**config.mk**
```make
export PLATFORM = sky130hd
export DESIGN_NAME = chunked_transfer_decoder
export DESIGN_NICKNAME = d
export VERILOG_FILES = /design/src/rtl/ctd_pkg.sv /design/src/rtl/ctd_parser.sv /design/src/rtl/chunked_transfer_decoder.sv
export VERILOG_INCLUDE_DIRS = /design/src /design/src/rtl
export SDC_FILE = /design/constraint.sdc
export NUM_CORES = 1
export LEC_CHECK = 0
export BUFFER_PORTS_ARGS = -buffer_cell sky130_fd_sc_hd__buf_4
export CORE_MARGIN = 4
export CORE_UTILIZATION = 40
export DETAILED_ROUTE_END_ITERATION = 10
export PLACE_DENSITY_LB_ADDON = 0.25
export SLEW_MARGIN = 20
export SYNTH_ARGS = -nofsm -noshare
export SYNTH_HDL_FRONTEND = slang
export SYNTH_SLANG_ARGS = --single-unit
```
**constraint.sdc**
```tcl
create_clock -name clk -period 4.4 [get_ports clk]
set_input_delay 0.22 -clock clk [delete_from_list [all_inputs] [get_ports clk]]
set_output_delay 0.22 -clock clk [all_outputs]
set_load 0.02 [all_outputs]
```
**src/rtl/assert_macros.svh**
```systemverilog
// ----------------------------------------------------------------------------
// assertion macros
// shared concurrent assertion wrappers, empty when SYNTHESIS is defined
// ----------------------------------------------------------------------------
`ifndef ASSERT_MACROS_SVH
`define ASSERT_MACROS_SVH

`ifndef SYNTHESIS

// same-cycle implication
`define ASSERT_IMPL(label, clk, rst, ante, cons, msg) \
  label: assert property (@(posedge clk) disable iff (rst) (ante) |-> (cons)) \
    else $error(msg);

// next-cycle implication
`define ASSERT_NEXT(label, clk, rst, ante, cons, msg) \
  label: assert property (@(posedge clk) disable iff (rst) (ante) |=> (cons)) \
    else $error(msg);

`else

`define ASSERT_IMPL(label, clk, rst, ante, cons, msg)
`define ASSERT_NEXT(label, clk, rst, ante, cons, msg)

`endif

`endif

```
**src/rtl/ctd_pkg.sv**
```systemverilog
// ----------------------------------------------------------------------------
// ctd_pkg
// types, character codes and helpers for the chunked transfer decoder
// ----------------------------------------------------------------------------
package ctd_pkg;

  localparam int SIZE_BITS_DEF = 31;

  localparam logic [7:0] CHAR_CR   = 8'h0D;
  localparam logic [7:0] CHAR_LF   = 8'h0A;
  localparam logic [7:0] CHAR_SEMI = 8'h3B;
  localparam logic [7:0] CHAR_SP   = 8'h20;
  localparam logic [7:0] CHAR_TAB  = 8'h09;

  // bytes dropped after each chunk's data
  localparam logic [1:0] SKIP_LEN = 2'd2;

  typedef enum logic [2:0] {
    MODE_LEAD  = 3'd0,
    MODE_DIGIT = 3'd1,
    MODE_TRAIL = 3'd2,
    MODE_EXT   = 3'd3,
    MODE_BAD   = 3'd4,
    MODE_DATA  = 3'd5,
    MODE_SKIP  = 3'd6,
    MODE_DONE  = 3'd7
  } mode_t;

  typedef enum logic [1:0] {
    ST_DECODING  = 2'd0,
    ST_TERMINATED = 2'd1,
    ST_MALFORMED = 2'd2,
    ST_TRUNCATED = 2'd3
  } status_t;

  typedef struct packed {
    logic [7:0] out_byte;
    logic       out_valid;
    logic       body_end;
    status_t    status;
  } result_t;

  typedef struct packed {
    logic       valid;
    logic [3:0] value;
  } hex_t;

  function automatic logic is_ws(logic [7:0] c);
    return (c == CHAR_SP) || ((c >= CHAR_TAB) && (c <= CHAR_CR));
  endfunction

  function automatic hex_t hex_digit(logic [7:0] c);
    hex_t h;
    h.valid = 1'b1;
    h.value = 4'd0;
    if (c >= 8'h30 && c <= 8'h39) begin
      h.value = 4'(c - 8'h30);
    end else if (c >= 8'h61 && c <= 8'h66) begin
      h.value = 4'(c - 8'h57);
    end else if (c >= 8'h41 && c <= 8'h46) begin
      h.value = 4'(c - 8'h37);
    end else begin
      h.valid = 1'b0;
    end
    return h;
  endfunction

endpackage

```
**src/rtl/ctd_parser.sv**
```systemverilog
// ----------------------------------------------------------------------------
// ctd_parser
// per-byte parse state and the result for the byte being accepted
// ----------------------------------------------------------------------------
`include "assert_macros.svh"

module ctd_parser #(
  parameter int SIZE_BITS = ctd_pkg::SIZE_BITS_DEF
) (
  input  logic              clk,
  input  logic              rst,
  input  logic              accept,
  input  logic [7:0]        in_byte,
  input  logic              last_byte,
  output ctd_pkg::result_t  result
);

  typedef struct packed {
    ctd_pkg::mode_t         mode;
    logic [SIZE_BITS-1:0]   accum;
    logic                   seen;
  } line_t;

  ctd_pkg::mode_t   mode, mode_next, mode_proc;
  logic [SIZE_BITS-1:0] size_accum, size_accum_next;
  logic [SIZE_BITS-1:0] bytes_left, bytes_left_next;
  logic [SIZE_BITS-1:0] bytes_dec;
  logic [1:0]       skip_left, skip_left_next;
  logic [1:0]       skip_dec;
  logic             digit_seen, digit_seen_next;
  logic             pending_cr, pending_cr_next;
  ctd_pkg::status_t final_status, final_status_next, final_proc;

  // one size-line character applied to the line state
  function automatic line_t line_char(line_t cur, logic [7:0] c);
    line_t        r;
    ctd_pkg::hex_t h;
    r = cur;
    h = ctd_pkg::hex_digit(c);
    case (cur.mode) inside
      ctd_pkg::MODE_LEAD, ctd_pkg::MODE_DIGIT: begin
        if (ctd_pkg::is_ws(c)) begin
          if (cur.mode == ctd_pkg::MODE_DIGIT) r.mode = ctd_pkg::MODE_TRAIL;
        end else if (c == ctd_pkg::CHAR_SEMI) begin
          r.mode = ctd_pkg::MODE_EXT;
        end else if (h.valid) begin
          if (cur.accum[SIZE_BITS-1 -: 4] != 4'd0) begin
            r.mode = ctd_pkg::MODE_BAD;
          end else begin
            r.accum = {cur.accum[SIZE_BITS-5:0], h.value};
            r.seen  = 1'b1;
            r.mode  = ctd_pkg::MODE_DIGIT;
          end
        end else begin
          r.mode = ctd_pkg::MODE_BAD;
        end
      end
      ctd_pkg::MODE_TRAIL: begin
        if (ctd_pkg::is_ws(c)) begin
          r.mode = cur.mode;
        end else if (c == ctd_pkg::CHAR_SEMI) begin
          r.mode = ctd_pkg::MODE_EXT;
        end else begin
          r.mode = ctd_pkg::MODE_BAD;
        end
      end
      default: r = cur;
    endcase
    return r;
  endfunction

  line_t cur_line, line_a, line_b;

  assign bytes_dec = bytes_left - SIZE_BITS'(1);
  assign skip_dec  = skip_left - 2'd1;

  // next state
  always_comb begin
    mode_proc         = mode;
    size_accum_next   = size_accum;
    bytes_left_next   = bytes_left;
    skip_left_next    = skip_left;
    digit_seen_next   = digit_seen;
    pending_cr_next   = pending_cr;
    final_proc        = final_status;
    cur_line          = '{mode: mode, accum: size_accum, seen: digit_seen};
    line_a            = cur_line;
    line_b            = cur_line;
    if (accept) begin
      unique case (mode)
        ctd_pkg::MODE_DONE: begin
          mode_proc = mode;
        end
        ctd_pkg::MODE_DATA: begin
          bytes_left_next = bytes_dec;
          if (bytes_dec == '0) begin
            mode_proc      = ctd_pkg::MODE_SKIP;
            skip_left_next = ctd_pkg::SKIP_LEN;
          end
        end
        ctd_pkg::MODE_SKIP: begin
          skip_left_next = skip_dec;
          if (skip_dec == 2'd0) begin
            mode_proc       = ctd_pkg::MODE_LEAD;
            size_accum_next = '0;
            digit_seen_next = 1'b0;
            pending_cr_next = 1'b0;
          end
        end
        default: begin
          if (pending_cr && in_byte == ctd_pkg::CHAR_LF) begin
            // end of size line
            pending_cr_next = 1'b0;
            if (mode == ctd_pkg::MODE_LEAD) begin
              size_accum_next = '0;
              digit_seen_next = 1'b0;
            end else if (mode == ctd_pkg::MODE_BAD || !digit_seen) begin
              mode_proc  = ctd_pkg::MODE_DONE;
              final_proc = ctd_pkg::ST_MALFORMED;
            end else if (size_accum == '0) begin
              mode_proc  = ctd_pkg::MODE_DONE;
              final_proc = ctd_pkg::ST_TERMINATED;
            end else begin
              bytes_left_next = size_accum;
              mode_proc       = ctd_pkg::MODE_DATA;
            end
          end else begin
            // a held cr not followed by lf counts as whitespace
            if (pending_cr) line_a = line_char(cur_line, ctd_pkg::CHAR_CR);
            if (in_byte == ctd_pkg::CHAR_CR) begin
              pending_cr_next = 1'b1;
              line_b          = line_a;
            end else begin
              pending_cr_next = 1'b0;
              line_b          = line_char(line_a, in_byte);
            end
            mode_proc       = line_b.mode;
            size_accum_next = line_b.accum;
            digit_seen_next = line_b.seen;
          end
        end
      endcase
    end
    mode_next         = mode_proc;
    final_status_next = final_proc;
    if (accept && last_byte) begin
      mode_next         = ctd_pkg::MODE_LEAD;
      size_accum_next   = '0;
      bytes_left_next   = '0;
      skip_left_next    = 2'd0;
      digit_seen_next   = 1'b0;
      pending_cr_next   = 1'b0;
      final_status_next = ctd_pkg::ST_DECODING;
    end
  end

  // result for the accepted byte
  always_comb begin
    result.out_valid = (mode == ctd_pkg::MODE_DATA);
    result.out_byte  = (mode == ctd_pkg::MODE_DATA) ? in_byte : 8'd0;
    result.body_end  = last_byte;
    if (mode_proc == ctd_pkg::MODE_DONE) begin
      result.status = final_proc;
    end else if (last_byte) begin
      result.status = ctd_pkg::ST_TRUNCATED;
    end else begin
      result.status = ctd_pkg::ST_DECODING;
    end
  end

  always_ff @(posedge clk) begin
    if (rst) begin
      mode         <= ctd_pkg::MODE_LEAD;
      size_accum   <= '0;
      bytes_left   <= '0;
      skip_left    <= 2'd0;
      digit_seen   <= 1'b0;
      pending_cr   <= 1'b0;
      final_status <= ctd_pkg::ST_DECODING;
    end else begin
      mode         <= mode_next;
      size_accum   <= size_accum_next;
      bytes_left   <= bytes_left_next;
      skip_left    <= skip_left_next;
      digit_seen   <= digit_seen_next;
      pending_cr   <= pending_cr_next;
      final_status <= final_status_next;
    end
  end

  `ASSERT_IMPL(a_done_code, clk, rst, mode == ctd_pkg::MODE_DONE, final_status == ctd_pkg::ST_MALFORMED || final_status == ctd_pkg::ST_TERMINATED, "stopped parser without a final code")
  `ASSERT_IMPL(a_data_count, clk, rst, mode == ctd_pkg::MODE_DATA, bytes_left != '0, "data mode with no bytes left")
  `ASSERT_IMPL(a_skip_count, clk, rst, mode == ctd_pkg::MODE_SKIP, skip_left != 2'd0, "skip mode with nothing to skip")

endmodule

```
**src/rtl/chunked_transfer_decoder.sv**
```systemverilog
// ----------------------------------------------------------------------------
// chunked_transfer_decoder
// strips chunk framing from an http chunked body, one byte per item
// ----------------------------------------------------------------------------
//  port group  dir  data                        meaning
//  s_axis      in   tdata: in_byte, tlast: end  encoded body bytes
//  m_axis      out  tdata: out_byte, tuser,     one result per input byte
//                   tlast: body_end
//
//  one item per cycle unless the output stalls; the result appears in the cycle after its byte is taken
//  the parse state update is a single pass of logic into the result register
//  rst is synchronous; after reset the parser waits for a size line
//  s_axis_tready drops only while a result is held and m_axis_tready is low
// ----------------------------------------------------------------------------
`include "assert_macros.svh"

module chunked_transfer_decoder #(
  parameter int SIZE_BITS = ctd_pkg::SIZE_BITS_DEF
) (
  input  logic       clk,
  input  logic       rst,
  input  logic       s_axis_tvalid,
  output logic       s_axis_tready,
  input  logic [7:0] s_axis_tdata,   // [7:0] in_byte
  input  logic       s_axis_tlast,   // last_byte
  output logic       m_axis_tvalid,
  input  logic       m_axis_tready,
  output logic [7:0] m_axis_tdata,   // [7:0] out_byte
  output logic [2:0] m_axis_tuser,   // [0] out_valid, [2:1] status
  output logic       m_axis_tlast    // body_end
);

  logic             accept;
  ctd_pkg::result_t result;
  ctd_pkg::result_t out_reg;
  logic             out_vld;

  assign s_axis_tready = !out_vld || m_axis_tready;
  assign accept        = s_axis_tvalid && s_axis_tready;

  ctd_parser #(
    .SIZE_BITS (SIZE_BITS)
  ) u_parser (
    .clk       (clk),
    .rst       (rst),
    .accept    (accept),
    .in_byte   (s_axis_tdata),
    .last_byte (s_axis_tlast),
    .result    (result)
  );

  always_ff @(posedge clk) begin
    if (rst) begin
      out_vld <= 1'b0;
    end else if (accept) begin
      out_vld <= 1'b1;
    end else if (m_axis_tready) begin
      out_vld <= 1'b0;
    end
  end

  always_ff @(posedge clk) begin
    if (accept) begin
      out_reg <= result;
    end
  end

  assign m_axis_tvalid = out_vld;
  assign m_axis_tdata  = out_reg.out_byte;
  assign m_axis_tuser  = {out_reg.status, out_reg.out_valid};
  assign m_axis_tlast  = out_reg.body_end;

  `ASSERT_IMPL(a_payload_status, clk, rst, m_axis_tvalid && m_axis_tuser[0] && !m_axis_tlast, m_axis_tuser[2:1] == ctd_pkg::ST_DECODING, "payload byte with a final status")
  `ASSERT_IMPL(a_idle_zero, clk, rst, m_axis_tvalid && !m_axis_tuser[0], m_axis_tdata == 8'd0, "non-payload result carries data")
  `ASSERT_NEXT(a_result_after, clk, rst, accept, m_axis_tvalid && m_axis_tlast == $past(s_axis_tlast), "accepted byte gave no matching result")

endmodule
```
==> flow_summary.rst, run 1 <==
.. list-table::
   :header-rows: 1

   * - Metric
     - Value
   * - Synthesis Warnings
     - 0
   * - Kind of cell adding the most delay to the critical path
     - simple AND/OR/NAND/NOR gates
   * - Overall track demand over capacity in global routing
     - 0.215
   * - Core outline area
     - roughly 13,000 um^2
   * - Count of hold-fix buffers inserted at cts
     - 0
   * - GRT overflow
     - 0
   * - Cell count after synthesis
     - 683
   * - H-tree lvl count
     - 3
   * - Async set or reset register ratio after synthesis
     - 0
   * - Floorplan die area
     - approximately 15,000 um^2
   * - Pre-Repair DR Iteration Count
     - 6
   * - Antenna violations before repair
     - 0
   * - Most frequent standard cell in the layout excluding fill and tap cells
     - nand2_1
   * - Number of distinct standard cells referenced by the synthesized netlist
     - 79
   * - End point of the most critical hold path
     - m_axis_tvalid
   * - Total inserted antenna cells
     - 0
   * - Maximum number of pins on one net before global-route repair
     - 54
   * - Data arrival at the endpoint of the critical path
     - between 3000 and 4000 ps
   * - Placed inst area
     - between 5000 and 6000 um^2
   * - Wirelength, routed
     - between 15,000 and 20,000 um
   * - CTS Buf Count
     - 9
   * - Final setup TNS
     - 0 ps
   * - Root Driver
     - clkbuf_16
   * - Worst-case clock skew
     - between 8 and 9 ps
   * - Max Fclk
     - about 280 MHz
   * - TritonCTS clock tree
     - done
   * - Reported max-cap violation count
     - 0
   * - Mean cell area of the mapped netlist
     - 7.61 um^2
   * - Worst Hold Path Cells
     - 2
   * - Most frequent cells in the layout
     - 87 x nand2_1, 72 x dfxtp_1, 65 x a21oi_1
   * - Count of input and output buffers
     - 26
   * - Number of buffers inserted by post-CTS setup repair
     - 0
   * - Worst IR drop on VDD
     - ~0.15 mV
   * - Combined buffer and inverter count along the critical path
     - 1
   * - Cells along the critical path
     - inv_1 > ha_1 > or4b_1 > or4_1 > a2111oi_4 > nand4_1 > o31ai_2 > nand4_2 > mux2_1
   * - Kind of critical path
     - reg -> reg
   * - Maximum fanout along the worst path
     - 11
   * - Total power of the final layout
     - approximately 1800 uW
   * - Final setup violation count
     - 0
   * - Final min period
     - between 3000 and 4000 ps
   * - Starting density of the core
     - 0.410
   * - 1st-iter DRT viols
     - between 400 and 500
   * - Width of the die
     - around 120 um
   * - Final number of hold-violating endpoints
     - 0
   * - Count of flip-flops with a built-in enable after synthesis
     - 12
   * - Slowest stage cell on the critical path
     - or4_1
   * - Outcome
     - complete, no violations
   * - Tightest slew margin relative to the limit
     - 0.346
   * - Area overhead of the layout relative to synthesis
     - 11.7%
   * - FP Rows
     - slightly above 40
   * - Flops & latches, synth
     - 84
   * - Ports placed on the boundary
     - 27
   * - Final weighted congestion in routability-driven placement
     - 0.915
   * - End of the worst register-to-register path
     - m_axis_tuser[2]
   * - Max stage delay on crit path
     - approximately 690 ps
   * - Portion of the clock cycle consumed by the worst path in the final layout
     - 0.817
   * - Power density over the cells
     - roughly 310 nW/um^2
   * - Cells on worst reg2reg path
     - 9
   * - Leakage
     - between 0.0015 and 0.002 uW
   * - First-pass GRT wire length
     - roughly 25,000 um
   * - Sinks on the clock net
     - 84
   * - Post-detailed-placement half-perimeter wirelength
     - between 10,000 and 15,000 um
   * - Worst Setup End Kind
     - flip-flop
   * - Max-slew violation total from the final report
     - 0
   * - Cell area after layout
     - between 5000 and 6000 um^2
   * - Post-synth top flop
     - dfxtp_1
   * - Worst reg2reg startpoint
     - u_parser.bytes_left[0]
   * - Worst-Skew Late Latency
     - between 300 and 400 ps
   * - Nets
     - between 600 and 700
   * - Quantity of gates resized following cts
     - 0
   * - Data required, critical path
     - roughly 4500 ps
   * - R2R Setup Slk
     - roughly 810 ps
   * - Average vias per placed instance
     - slightly above 6
   * - Routed wirelength normalized by instance count
     - around 18 um
   * - Min-Delay Startpoint
     - rst
   * - Most area-consuming cells after synthesis
     - dfxtp_1 28%, edfxtp_1 6.9%, nand2_1 6.3%
   * - Die H
     - about 120 um
   * - Fraction of layout cells with a size suffix above 1
     - 0.111
   * - Via count
     - roughly 5,200
   * - Number of inserted filler cells in the final layout
     - around 1,300
   * - Startpoint type of the worst setup path
     - flip-flop
   * - Transition time at the pin with the least slew margin
     - roughly 1000 ps
   * - Reg clk slew, reported paths
     - 60 ps
   * - Number of antenna-violating nets in the routed design
     - 0
   * - Path class of the lowest-slack min-delay path
     - in -> reg
   * - Post-synthesis cell type with the largest combined area
     - dfxtp_1
   * - DRC Markers
     - 0
   * - Share of Yosys cell area claimed by the top area cell type
     - 0.277
   * - RSZ-0062 raised after global routing
     - false
   * - Syn Std Cell Area
     - 5190 um^2
   * - Sequential element share of the synthesized area
     - 0.347
   * - Vias in the first global route
     - approximately 4,700
   * - Bufs on Longest Clock Path
     - 2
   * - Post-synthesis net count
     - 703
## worst max-delay path by stage
stage,from,to,slack (ps),cells after the start
after global routing,u_parser.bytes_left[0],m_axis_tuser[2],630,10
after floorplan,u_parser.bytes_left[0],m_axis_tuser[1],1110,11
after CTS,u_parser.bytes_left[0],m_axis_tuser[2],780,9
after detailed placement,u_parser.bytes_left[0],m_axis_tuser[2],800,9
final,u_parser.bytes_left[0],m_axis_tuser[2],810,9
after global placement,u_parser.bytes_left[0],m_axis_tuser[1],870,10
## cells by family (layout without fill, tap and decap cells)
family | count (synthesis) | in the layout | synth area share
XOR/XNOR | 7 | 7 | 0.0118
multiplexers | 3 | 3 | 0.00626
flip-flops | 84 | 84 | 0.347
AND/OR/NAND/NOR | 312 | 312 | 0.315
buffers and inverters | 70 | 69 | 0.0544
AO/OA/AOI/OAI | 200 | 200 | 0.249
adder cells (fa/ha/maj) | 7 | 7 | 0.0169
## through the flow
stage	worst slack, ps	std cells	hold WS (ps)	util
after global placement	870	839	399	0.432
after floorplan	1110	683	289	-
final	807	854	51.9	0.458
after CTS	783	854	43.4	0.458
after global routing	625	854	42.5	0.458
after detailed placement	798	839	410	0.432
## cell usage after synthesis, drive strengths merged (2+ instances only)
library cell  instances
or3                  15
nor3b                 3
buf                  11
a41oi                 2
a21oi                65
clkbuf               41
o31ai                10
a211o                 2
nor2b                 3
and3                  7
nand4b                3
or2                   7
nand4                 8
dfxtp                72
a221oi                4
and4                  2
xnor2                 6
inv                  17
mux2                  2
or4                   7
o41ai                 2
o22ai                 3
a22oi                13
nand2b                6
nand3b                3
nor2                 54
nand3                45
a21o                  5
o21bai                3
a311oi                2
edfxtp               12
o22a                  2
nor4b                 4
a31oi                 5
a211oi               14
nor3                 26
ha                    7
o2111ai               2
nor4                 21
o211ai                8
o21ai                44
nand2                87
and2                  4
## registers in the layout, summed over array words and instances (netlist names)
signal,cells
m_axis_tdata,8
m_axis_tlast,1
m_axis_tuser,3
m_axis_tvalid,1
u_parser.bytes_left,31
u_parser.digit_seen,1
u_parser.final_status,2
u_parser.mode,3
u_parser.pending_cr,1
u_parser.size_accum,31
u_parser.skip_left,2
## layout make-up
cell class / count / area, um^2 / share of cell area
Clock buffer: 10 / 239 / 0.0412
Timing Repair Buffer: 36 / 270 / 0.0466
Clock inverter: 5 / 83.8 / 0.0144
Inverter: 18 / 67.6 / 0.0116
Multi-Input combinational cell: 529 / 3120 / 0.538
Sequential cell: 84 / 1800 / 0.311
Tap cell: 172 / 215 / 0.0371
## report_power, final
part	switching, uW	leakage [uW]	internal [uW]
Combinational	113	0.00113	61.6
Sequential	13.3	0.000701	788
Clock	325	0.000159	513
## routing by layer
layer,part of all wire,wire length (um),GRT usage,vias up
met4,0.023,353,0.0868,0
met5,0,0,0,-
li1,-,-,-,2522
met2,0.43,6690,0.304,173
met3,0.066,1030,0.0334,28
met1,0.48,7440,0.324,2461
Note: power is estimated with default switching activity, not from simulation.
==> run 2, diff against run 1 <==
==> constraint.sdc (replaced) <==
create_clock -name clk -period 3.4 [get_ports clk]
set_input_delay 0.17 -clock clk [delete_from_list [all_inputs] [get_ports clk]]
set_output_delay 0.17 -clock clk [all_outputs]
set_load 0.02 [all_outputs]
==> run 2 against run 1 <==
Fmax up 11%. Combinational power grew 40%. Die area unchanged. Count of clock-buffer cells in the layout up 1. Sequential power is 29% higher. Critical endpoint unchanged. Final cell count increased by 3.3%. Total power increased by 32%.
==> flow_summary.rst, run 2 (synthesis gave the netlist of run 1 again) <==
.. list-table::
   :header-rows: 1

   * - Metric
     - Value
   * - Outcome
     - complete, no violations
   * - Post-detailed-placement half-perimeter wirelength
     - 11,900 um
   * - Ports placed on the boundary
     - 27
   * - Kind of critical path
     - reg -> reg
   * - GRT overflow
     - 0
   * - Final min period
     - roughly 3200 ps
   * - Width of the die
     - about 120 um
   * - Nets
     - slightly above 700
   * - Power density over the cells
     - between 300 and 400 nW/um^2
   * - Path class of the lowest-slack min-delay path
     - in -> reg
   * - Antenna violations before repair
     - 0
   * - TritonCTS clock tree
     - done
   * - Max Fclk
     - slightly above 300 MHz
   * - Vias in the first global route
     - around 4,900
   * - Pre-Repair DR Iteration Count
     - 5
   * - Sinks on the clock net
     - between 80 and 90
   * - Worst Setup End Kind
     - flip-flop
   * - Final number of hold-violating endpoints
     - 0
   * - DRC Markers
     - 0
   * - Reported max-cap violation count
     - 0
   * - Number of buffers inserted by post-CTS setup repair
     - 0
   * - Via count
     - approximately 5,400
   * - Area overhead of the layout relative to synthesis
     - 16.5%
   * - Total inserted antenna cells
     - 0
   * - 1st-iter DRT viols
     - roughly 640
   * - Tightest slew margin relative to the limit
     - 0.567
   * - Max-slew violation total from the final report
     - 0
   * - Bufs on Longest Clock Path
     - 2
   * - RSZ-0062 raised after global routing
     - false
   * - Data required, critical path
     - about 3500 ps
   * - Final setup TNS
     - 0 ps
   * - Number of antenna-violating nets in the routed design
     - 0
   * - PnR worst setup slack
     - around 160 ps
   * - Final weighted congestion in routability-driven placement
     - roughly 0.93
   * - Core outline area
     - around 13,000 um^2
   * - Reg clk slew, reported paths
     - 70 ps
   * - Wirelength, routed
     - between 15,000 and 20,000 um
   * - Average vias per placed instance
     - around 6.1
   * - Die H
     - 122 um
   * - Number of inserted filler cells in the final layout
     - between 1,000 and 1,500
   * - CTS Buf Count
     - 9
   * - Floorplan die area
     - between 10,000 and 15,000 um^2
   * - Most frequent cells in the layout
     - 87 x nand2_1, 72 x dfxtp_1, 65 x a21oi_1
   * - Portion of the clock cycle consumed by the worst path in the final layout
     - 0.953
   * - Leakage
     - roughly 0.0021 uW
   * - Startpoint type of the worst setup path
     - flip-flop
   * - First-pass GRT wire length
     - 26,900 um
   * - Worst-Skew Late Latency
     - approximately 350 ps
   * - Routed wirelength normalized by instance count
     - 18.8 um
   * - Root Driver
     - clkbuf_16
   * - Most frequent standard cell in the layout excluding fill and tap cells
     - nand2_1
   * - Transition time at the pin with the least slew margin
     - between 600 and 700 ps
   * - H-tree lvl count
     - 3
   * - Maximum number of pins on one net before global-route repair
     - 54
   * - Final setup violation count
     - 0
   * - Maximum fanout along the worst path
     - 6
   * - Pre-CTS worst setup slack
     - around 43 ps
   * - FP Rows
     - 41
   * - Worst IR drop on VDD
     - roughly 0.29 mV
   * - Data arrival at the endpoint of the critical path
     - between 3000 and 4000 ps
   * - Overall track demand over capacity in global routing
     - 0.229
   * - Starting density of the core
     - 0.410
   * - Worst-case clock skew
     - between 6 and 7 ps
   * - Count of input and output buffers
     - 26
   * - Fraction of layout cells with a size suffix above 1
     - 0.151
==> run 2: changes by cell type in the layout (fill, tap and decap cells not counted), sizes merged <==
| cell | previous run | this run |
|---|---|---|
| clkinv | 2 | 3 |
| buf | 36 | 62 |
| dlygate4sd3 | 0 | 1 |
| clkbuf | 10 | 11 |
| inv | 19 | 18 |
==> run 2: where the power goes <==
part	total (uW)	internal [uW]	switching (uW)
clock network	1110	687	428
registers	1030	1020	13.4
logic	244	90.0	154
total	2390	1800	596
==> run 2: final timing paths <==
kind / startpoint / end / slack, ps / cells after the start
setup / recovery: u_parser.bytes_left[0] / m_axis_tuser[2] / 160 / 9
hold / removal: s_axis_tlast / m_axis_tlast / 30 / 1
setup reg to reg: u_parser.bytes_left[0] / m_axis_tuser[2] / 160 / 9
hold reg to reg: u_parser.size_accum[4] / u_parser.size_accum[4] / 490 / 2
==> run 2: final cells by class <==
cell class | count | area [um^2] | share of cell area
multi-input cells | 529 | 3140 | 0.519
flip-flops and latches | 84 | 1800 | 0.298
repair buffers | 63 | 488 | 0.0806
clock buffers | 11 | 253 | 0.0418
well taps | 172 | 215 | 0.0356
clock inverters | 5 | 82.6 | 0.0136
inverters | 18 | 67.6 | 0.0112
==> run 2: metal layers <==
metal	share of wire	track usage
met3	0.065	0.0409
met4	0.020	0.0700
met2	0.45	0.343
met1	0.47	0.334
met5	0	0
==> run 2: timing repair <==
action,in CTS,in global routing
endpoints found under the setup margin,0,2
gates resized for setup,0,4
hold endpoints to repair,1,0
hold buffers,1,0
==> run 2: critical path, stage by stage (launching register included) <==
cell and delay, ps:
dfxtp_1 320, inv_1 90, ha_1 170, or4b_4 520
or4_1 590, a2111oi_4 370, nand4_1 140, o31ai_2 280
nand4_2 170, mux2_1 350
==> run 2: per-stage QoR <==
stage | total power (uW) | std cells | utilization | cell area (um^2) | hold slack [ps]
floorplan | 1210 | 683 | - | 5190 | 239
global placement | 1290 | 865 | 0.449 | 5690 | 351
detailed placement | 1290 | 865 | 0.449 | 5690 | 360
CTS | 2400 | 882 | 0.476 | 6030 | 26.9
global route | 2470 | 882 | 0.478 | 6050 | 40.0
finish | 2390 | 882 | 0.478 | 6050 | 31.6
